==> config.mk <==
export PLATFORM = sky130hd
export DESIGN_NAME = mesh_vertex_index_stream_encoder
export DESIGN_NICKNAME = d
export VERILOG_FILES = /design/src/mvise_pkg.sv /design/src/mesh_vertex_index_stream_encoder.sv /design/src/mvise_hquant.sv
export SDC_FILE = /design/constraint.sdc
export NUM_CORES = 2
export LEC_CHECK = 0
export ABC_AREA = 1
export ABC_CLOCK_PERIOD_IN_PS = 9900
export BUFFER_PORTS_ARGS = -buffer_cell sky130_fd_sc_hd__buf_2
export CORE_ASPECT_RATIO = 1.5
export CORE_MARGIN = 2
export CORE_UTILIZATION = 48
export DETAILED_ROUTE_END_ITERATION = 12
export GPL_TIMING_DRIVEN = 0
export SYNTH_ARGS = -nofsm -noshare
export SYNTH_HDL_FRONTEND = slang
export SYNTH_SLANG_ARGS = --single-unit
==> constraint.sdc <==
create_clock -name clk -period 9.9 [get_ports clk]
set_input_delay 0.495 -clock clk [delete_from_list [all_inputs] [get_ports clk]]
set_output_delay 0.495 -clock clk [all_outputs]
set_load 0.02 [all_outputs]
==> src/mvise_pkg.sv <==
package mvise_pkg;

  // stream selector codes
  typedef enum logic [1:0] {
    REQ_U      = 2'd0,
    REQ_V      = 2'd1,
    REQ_HEIGHT = 2'd2,
    REQ_INDEX  = 2'd3
  } req_type_t;

  // configuration register indexes
  typedef enum logic {
    CFG_MIN_HEIGHT   = 1'b0,
    CFG_HEIGHT_SCALE = 1'b1
  } cfg_idx_t;

  localparam int unsigned COORD_W  = 15;
  localparam int unsigned CODE_W   = 16;
  localparam int unsigned HEIGHT_W = 32;
  localparam int unsigned SCALE_W  = 40;
  localparam int unsigned PROD_W   = HEIGHT_W + SCALE_W;

  localparam logic [SCALE_W-1:0]  SCALE_RESET = 40'd2147418112;
  localparam logic [COORD_W-1:0]  Q_MAX       = 15'h7FFF;
  localparam logic [PROD_W-1:0]   ROUND_HALF  = 72'h80_0000;

  // item fields that travel alongside the height pipeline
  typedef struct packed {
    req_type_t           req_type;
    logic                first;
    logic [COORD_W-1:0]  coord;
    logic [CODE_W-1:0]   vertex_index;
  } item_t;

  // per-stage load strobes
  typedef struct packed {
    logic s1;
    logic s2;
    logic s3;
    logic s4;
  } stage_ld_t;

endpackage

==> src/mesh_vertex_index_stream_encoder.sv <==
// Terrain mesh stream encoder: one 16-bit code word per input transfer. u, v and
// height items give the zigzag delta against their stream's previous value,
// index items give high-water-mark codes with a violation flag. The block takes
// one item every cycle while the output is not stalled; each result passes the
// input register, height difference, split multiply, round and clamp and result
// register stages; the 32x40 height scaling is cut into a 32x32 and a 32x8 partial
// product in one stage and summed in the next. Non-height items ride the same
// stages so results stay in order. Configuration writes are always taken and
// must only happen while no item is in flight.
module mesh_vertex_index_stream_encoder (
  input  logic                                  clk,
  input  logic                                  rst_n,
  input  logic                                  in_valid,
  output logic                                  in_ready,
  input  logic [1:0]                            in_req_type,
  input  logic                                  in_first,
  input  logic [mvise_pkg::COORD_W-1:0]         in_coord,
  input  logic signed [mvise_pkg::HEIGHT_W-1:0] in_height_value,
  input  logic [mvise_pkg::CODE_W-1:0]          in_vertex_index,
  output logic                                  out_valid,
  input  logic                                  out_ready,
  output logic [mvise_pkg::CODE_W-1:0]          out_code_word,
  output logic                                  out_mark_violation,
  input  logic                                  cfg_valid,
  output logic                                  cfg_ready,
  input  logic                                  cfg_index,
  input  logic [mvise_pkg::SCALE_W-1:0]         cfg_data
);

  logic signed [mvise_pkg::HEIGHT_W-1:0] min_height_r;
  logic [mvise_pkg::SCALE_W-1:0]         height_scale_r;

  logic v1_r, v2_r, v3_r, v4_r, out_valid_r;
  logic rdy1, rdy2, rdy3, rdy4, rdy_o;
  mvise_pkg::stage_ld_t ld;
  logic ld_out;

  mvise_pkg::item_t item_in;
  mvise_pkg::item_t it1_r, it2_r, it3_r, it4_r;
  logic [mvise_pkg::COORD_W-1:0] q;

  logic [mvise_pkg::COORD_W-1:0] prev_u_r, prev_v_r, prev_height_r;
  logic [mvise_pkg::CODE_W-1:0]  high_water_r;
  logic [mvise_pkg::COORD_W-1:0] prev_u_nxt, prev_v_nxt, prev_height_nxt;
  logic [mvise_pkg::CODE_W-1:0]  high_water_nxt;
  logic [mvise_pkg::COORD_W-1:0] zz_cur, zz_prev;
  logic [mvise_pkg::CODE_W-1:0]  zz_delta, zz_code;
  logic [mvise_pkg::CODE_W-1:0]  hw_base, hw_code;
  logic [mvise_pkg::CODE_W-1:0]  code_nxt, code_r;
  logic                          viol_nxt, viol_r;

  // configuration writes
  assign cfg_ready = 1'b1;

  always_ff @(posedge clk) begin
    if (!rst_n) begin
      min_height_r   <= '0;
      height_scale_r <= mvise_pkg::SCALE_RESET;
    end else if (cfg_valid && cfg_ready) begin
      case (mvise_pkg::cfg_idx_t'(cfg_index))
        mvise_pkg::CFG_MIN_HEIGHT:   min_height_r   <= cfg_data[31:0];
        mvise_pkg::CFG_HEIGHT_SCALE: height_scale_r <= cfg_data;
        default:                     height_scale_r <= height_scale_r;
      endcase
    end
  end

  // pipeline flow control, bubbles collapse
  assign rdy_o    = !out_valid_r || out_ready;
  assign rdy4     = !v4_r || rdy_o;
  assign rdy3     = !v3_r || rdy4;
  assign rdy2     = !v2_r || rdy3;
  assign rdy1     = !v1_r || rdy2;
  assign in_ready = rdy1;

  assign ld.s1  = in_valid && rdy1;
  assign ld.s2  = v1_r && rdy2;
  assign ld.s3  = v2_r && rdy3;
  assign ld.s4  = v3_r && rdy4;
  assign ld_out = v4_r && rdy_o;

  always_ff @(posedge clk) begin
    if (!rst_n) begin
      v1_r        <= 1'b0;
      v2_r        <= 1'b0;
      v3_r        <= 1'b0;
      v4_r        <= 1'b0;
      out_valid_r <= 1'b0;
    end else begin
      v1_r        <= ld.s1 || (v1_r && !ld.s2);
      v2_r        <= ld.s2 || (v2_r && !ld.s3);
      v3_r        <= ld.s3 || (v3_r && !ld.s4);
      v4_r        <= ld.s4 || (v4_r && !ld_out);
      out_valid_r <= ld_out || (out_valid_r && !out_ready);
    end
  end

  // item fields travel with the height pipeline
  assign item_in.req_type     = mvise_pkg::req_type_t'(in_req_type);
  assign item_in.first        = in_first;
  assign item_in.coord        = in_coord;
  assign item_in.vertex_index = in_vertex_index;

  always_ff @(posedge clk) begin
    if (ld.s1) begin
      it1_r <= item_in;
    end
    if (ld.s2) begin
      it2_r <= it1_r;
    end
    if (ld.s3) begin
      it3_r <= it2_r;
    end
    if (ld.s4) begin
      it4_r <= it3_r;
    end
  end

  // height quantizer
  mvise_hquant u_hquant (
    .clk          (clk),
    .ld           (ld),
    .height_value (in_height_value),
    .min_height   (min_height_r),
    .height_scale (height_scale_r),
    .q            (q)
  );

  // zigzag of the selected vertex stream
  always_comb begin
    case (it4_r.req_type)
      mvise_pkg::REQ_U: begin
        zz_cur  = it4_r.coord;
        zz_prev = it4_r.first ? '0 : prev_u_r;
      end
      mvise_pkg::REQ_V: begin
        zz_cur  = it4_r.coord;
        zz_prev = it4_r.first ? '0 : prev_v_r;
      end
      mvise_pkg::REQ_HEIGHT: begin
        zz_cur  = q;
        zz_prev = it4_r.first ? '0 : prev_height_r;
      end
      default: begin
        zz_cur  = '0;
        zz_prev = '0;
      end
    endcase
  end

  assign zz_delta = {1'b0, zz_cur} - {1'b0, zz_prev};
  assign zz_code  = {zz_delta[14:0], 1'b0} ^ {16{zz_delta[15]}};

  // high-water-mark coding
  assign hw_base = it4_r.first ? '0 : high_water_r;
  assign hw_code = hw_base - it4_r.vertex_index;

  // result and stream state update
  always_comb begin
    prev_u_nxt      = prev_u_r;
    prev_v_nxt      = prev_v_r;
    prev_height_nxt = prev_height_r;
    high_water_nxt  = high_water_r;
    code_nxt        = zz_code;
    viol_nxt        = 1'b0;
    case (it4_r.req_type)
      mvise_pkg::REQ_U:      prev_u_nxt      = zz_cur;
      mvise_pkg::REQ_V:      prev_v_nxt      = zz_cur;
      mvise_pkg::REQ_HEIGHT: prev_height_nxt = zz_cur;
      default: begin
        code_nxt       = hw_code;
        viol_nxt       = it4_r.vertex_index > hw_base;
        high_water_nxt = (hw_code == '0) ? it4_r.vertex_index + 16'd1 : hw_base;
      end
    endcase
  end

  always_ff @(posedge clk) begin
    if (!rst_n) begin
      prev_u_r      <= '0;
      prev_v_r      <= '0;
      prev_height_r <= '0;
      high_water_r  <= '0;
    end else if (ld_out) begin
      prev_u_r      <= prev_u_nxt;
      prev_v_r      <= prev_v_nxt;
      prev_height_r <= prev_height_nxt;
      high_water_r  <= high_water_nxt;
    end
  end

  // result register
  always_ff @(posedge clk) begin
    if (ld_out) begin
      code_r <= code_nxt;
      viol_r <= viol_nxt;
    end
  end

  assign out_valid          = out_valid_r;
  assign out_code_word      = code_r;
  assign out_mark_violation = viol_r;

endmodule

==> src/mvise_hquant.sv <==
module mvise_hquant (
  input  logic                                  clk,
  input  mvise_pkg::stage_ld_t                  ld,
  input  logic signed [mvise_pkg::HEIGHT_W-1:0] height_value,
  input  logic signed [mvise_pkg::HEIGHT_W-1:0] min_height,
  input  logic [mvise_pkg::SCALE_W-1:0]         height_scale,
  output logic [mvise_pkg::COORD_W-1:0]         q
);

  logic signed [mvise_pkg::HEIGHT_W-1:0] hv_r;
  logic [mvise_pkg::HEIGHT_W:0]          diff;
  logic                                  pos_nxt;
  logic                                  pos2_r;
  logic [mvise_pkg::HEIGHT_W-1:0]        ud_r;
  logic [63:0]                           pp_lo_nxt;
  logic [63:0]                           pp_lo_r;
  logic [39:0]                           pp_hi_nxt;
  logic [39:0]                           pp_hi_r;
  logic                                  pos3_r;
  logic [mvise_pkg::PROD_W-1:0]          prod;
  logic [mvise_pkg::PROD_W-1:0]          rnd;
  logic                                  sat;
  logic [mvise_pkg::COORD_W-1:0]         q_nxt;
  logic [mvise_pkg::COORD_W-1:0]         q_r;

  // stage 2: exact 33-bit difference against the tile minimum
  assign diff    = {hv_r[31], hv_r} - {min_height[31], min_height};
  assign pos_nxt = !diff[32] && (diff[31:0] != '0);

  // stage 3: split the 32x40 product into two partial products
  assign pp_lo_nxt = 64'(ud_r) * 64'(height_scale[31:0]);
  assign pp_hi_nxt = 40'(ud_r) * 40'(height_scale[39:32]);

  // stage 4: recombine, round half up, saturate
  assign prod  = 72'(pp_lo_r) + {pp_hi_r, 32'b0};
  assign rnd   = prod + mvise_pkg::ROUND_HALF;
  assign sat   = |rnd[71:39];
  assign q_nxt = !pos3_r ? '0 : (sat ? mvise_pkg::Q_MAX : rnd[38:24]);

  // data stages, no reset needed
  always_ff @(posedge clk) begin
    if (ld.s1) begin
      hv_r <= height_value;
    end
    if (ld.s2) begin
      pos2_r <= pos_nxt;
      ud_r   <= diff[31:0];
    end
    if (ld.s3) begin
      pos3_r  <= pos2_r;
      pp_lo_r <= pp_lo_nxt;
      pp_hi_r <= pp_hi_nxt;
    end
    if (ld.s4) begin
      q_r <= q_nxt;
    end
  end

  assign q = q_r;

endmodule

==> flow_metrics.env <==
export IMPL_period_needed_ns=9.42
export IMPL_numCtsBuffers=47
export IMPL_ant_nets=0
export IMPL_ys_seq_area_frac=0.186
export IMPL_cts_tree="done"
export IMPL_ctsLongestPathBuffers=3
export IMPL_hold_depth=1
export IMPL_path_delay_family="adder cells"
export IMPL_hold_violations=0
export IMPL_status="finished with violations"
export IMPL_hp_class="primary input to flip-flop"
export IMPL_rsz0062_at_grt="no"
export IMPL_yosys_warnings=0
export IMPL_dp_hpwl_um=236000
export IMPL_num_nets_final=10200
export IMPL_slew_headroom=-0.106
export IMPL_ys_seq_elements=453
export IMPL_synth_main_ff_cell="edfxtp_1"
export IMPL_max_freq_mhz=106
export IMPL_required_ns=10.26
export IMPL_rr_startpoint="height_scale_r[23]"
export IMPL_grt_pass1_vias=58900
export IMPL_crit_chain="clkbuf_1 -> clkbuf_1 -> nand2_1 -> fa_1 -> inv_1 -> fa_1 -> inv_1 -> fa_1 -> inv_1 -> fa_1 -> fa_1 -> fa_1 -> fa_1 -> fa_1 -> ha_1 -> a21oi_1 -> nor2_1 -> nor2_1 -> inv_1 -> a21oi_1 -> o21ai_0 -> a21oi_1 -> o31ai_1 -> xor2_1"
export IMPL_num_rows=166
export IMPL_critPathMaxFanout=10
export IMPL_antenna_found_initial=22
export IMPL_synth_top_cells_by_area="fa_1, edfxtp_1, inv_1"
export IMPL_r2r_slack_ns=0.48
export IMPL_gp_congestion=1.06
export IMPL_track_usage=0.412
export IMPL_r2r_end="u_hquant.pp_lo_r[49]"
export IMPL_syn_inst=8303
export IMPL_syn_area_mm2=0.0656
export IMPL_endpoint_kind="flip-flop"
export IMPL_hold_buffers=57
export IMPL_setup_viol=0
export IMPL_cts_max_level=2
export IMPL_slowest_stage="clkbuf_1"
export IMPL_grt_overflow=0
export IMPL_syn_num_nets=9910
export IMPL_synth_cell_types=57
export IMPL_synthArstFlopShare=0
export IMPL_root_buffer="clkbuf_16"
export IMPL_cp_arrival_ns=9.77
export IMPL_dr_pass1_iters=6
export IMPL_cap_viol_max_count=15
export IMPL_whs_endpoint="it1_r[26]"
export IMPL_synth_top_area_share=0.329
export IMPL_path_common_cell="fa_1"
export IMPL_vias_per_cell=5.37
export IMPL_core_area_mm2=0.136
export IMPL_crit_type="flip-flop to flip-flop"
export IMPL_start_kind="flip-flop"
export IMPL_hp_start="in_coord[10]"
export IMPL_initial_core_util=0.482
export IMPL_numClockSinks=453
export IMPL_area_delta_synth_final_pct=8.10
export IMPL_slew_violations=127
export IMPL_wl_per_cell_um=27.3
export IMPL_synth_edff_count=315
export IMPL_grt_max_degree=97
export IMPL_drive_gt1_frac=0.0353
export IMPL_synth_avg_cell_area_um2=7.90
export IMPL_worst_slew_pin_slew_ns=1.64
export IMPL_drt_iter0_markers=4425
export IMPL_final_setup_skew_ns=0.0457
export IMPL_fp_dieW_um=306
export IMPL_ioPinCount=132
export IMPL_routed_wirelength_um=284000
export IMPL_violations="max-capacitance violations, max-slew violations"
export IMPL_postCtsSetupBuffers=0
export IMPL_drc=0
export IMPL_io_buffers=130
export IMPL_cts_resized_gates=0
export IMPL_clkTransAtPathRegs_ns=0.06
export IMPL_vias=55700
export IMPL_die_area_mm2=0.140
export IMPL_crit_buf_inv=6
export IMPL_min_period_over_period=0.951
export IMPL_reg2reg_depth=24
export IMPL_yosysTopAreaCell="fa_1"
export IMPL_clock_latency_ns=0.69
export IMPL_final_setup_tns_ns=0
export IMPL_die_y_um=457
export IMPL_grt_pass1_wl_um=401000
export IMPL_slowest_delay_ns=1.13
-- area by class of cell --
type	instances	area, um2
plain buffers	342	1350
well taps	1764	2210
multi-input cells	5247	43600
diodes	16	40.0
clock inverters	26	240
flip-flops and latches	453	12200
fillers	13300	65100
inverters	2261	8490
clock buffers	61	1290
repair buffers	201	1480
-- routing by layer --
layer,wire length (um),global-route usage
met3,21500,0.0975
met5,82,0
met1,90100,0.406
met4,32800,0.387
met2,139000,0.708
-- state kept, by name (all words and copies together), names as in the netlist, 15 cells and up --
signal            flops
u_hquant.pp_lo_r     41
height_scale_r       40
u_hquant.pp_hi_r     40
it1_r                34
it2_r                34
it3_r                34
it4_r                34
min_height_r         32
u_hquant.hv_r        32
u_hquant.ud_r        32
high_water_r         16
out_code_word        16
prev_height_r        15
prev_u_r             15
prev_v_r             15
u_hquant.q           15
-- Yosys cell counts, drive strengths merged, types with 2 or more instances --
master / n
o21ai: 203
nand3b: 10
ha: 417
clkinv: 2
xnor2: 48
edfxtp: 315
a31oi: 30
nand4: 58
or2: 4
o22ai: 4
nor3: 37
o21a: 16
a21oi: 292
nand2: 2177
o21bai: 19
a22o: 14
fa: 1078
o2111ai: 2
buf: 35
inv: 2259
clkbuf: 307
nand3: 196
dfxtp: 138
a21boi: 11
a21o: 17
o221ai: 7
a221oi: 2
o211ai: 10
o311ai: 3
nor2: 465
xor2: 110
o211a: 2
nor4: 8
-- how the worst max path moves through the flow --
stage	start	cells past startpoint	end	slack, ns
6_report	height_scale_r[23]	24	u_hquant.pp_lo_r[49]	0.48
5_1_grt	height_scale_r[21]	22	u_hquant.pp_lo_r[61]	0.23
4_1_cts	u_hquant.ud_r[0]	24	u_hquant.pp_lo_r[49]	0.67
3_5_place_dp	u_hquant.ud_r[0]	24	u_hquant.pp_lo_r[49]	0.73
3_3_place_gp	u_hquant.ud_r[0]	23	u_hquant.pp_lo_r[52]	0.33
2_1_floorplan	height_scale_r[6]	30	u_hquant.pp_lo_r[56]	3.06
-- cells in the final DEF, fill, tap and decap left out, drive strengths merged, types with 37 or more instances in the layout --
cell,instances
a21oi,292
buf,178
clkbuf,369
dfxtp,138
dlygate4sd3,57
edfxtp,315
fa,1078
ha,417
inv,2264
nand2,2177
nand3,196
nand4,58
nor2,465
nor3,37
o21ai,203
xnor2,48
xor2,110
-- per-stage QoR --
stage	instances	area [um2]	utilization	setup WS [ns]	hold WS, ns
after floorplan	8303	65600	-	3.06	0.400
after global placement	10200	68500	0.503	0.325	0.401
after detailed placement	10200	68700	0.505	0.732	0.405
after CTS	10400	70800	0.520	0.675	0.000408
after global routing	10400	70900	0.521	0.232	0.0141
final	10400	70900	0.521	0.484	0.0297
-- cell families after synthesis --
family / count (synthesis) / synth area share
other: 1 / 0.0000572
DFF: 453 / 0.186
AOI/OAI and AO/OA: 634 / 0.0540
xor gates and xnor gates: 158 / 0.0211
buffers and inverters: 2603 / 0.150
adders and majority gates: 1495 / 0.409
muxes: 1 / 0.000153
and+or+nand+nor: 2958 / 0.180
Power is left out: the tool's default activity adds up to more than one toggle a clock period on the data nets, which glitch-free logic cannot reach.
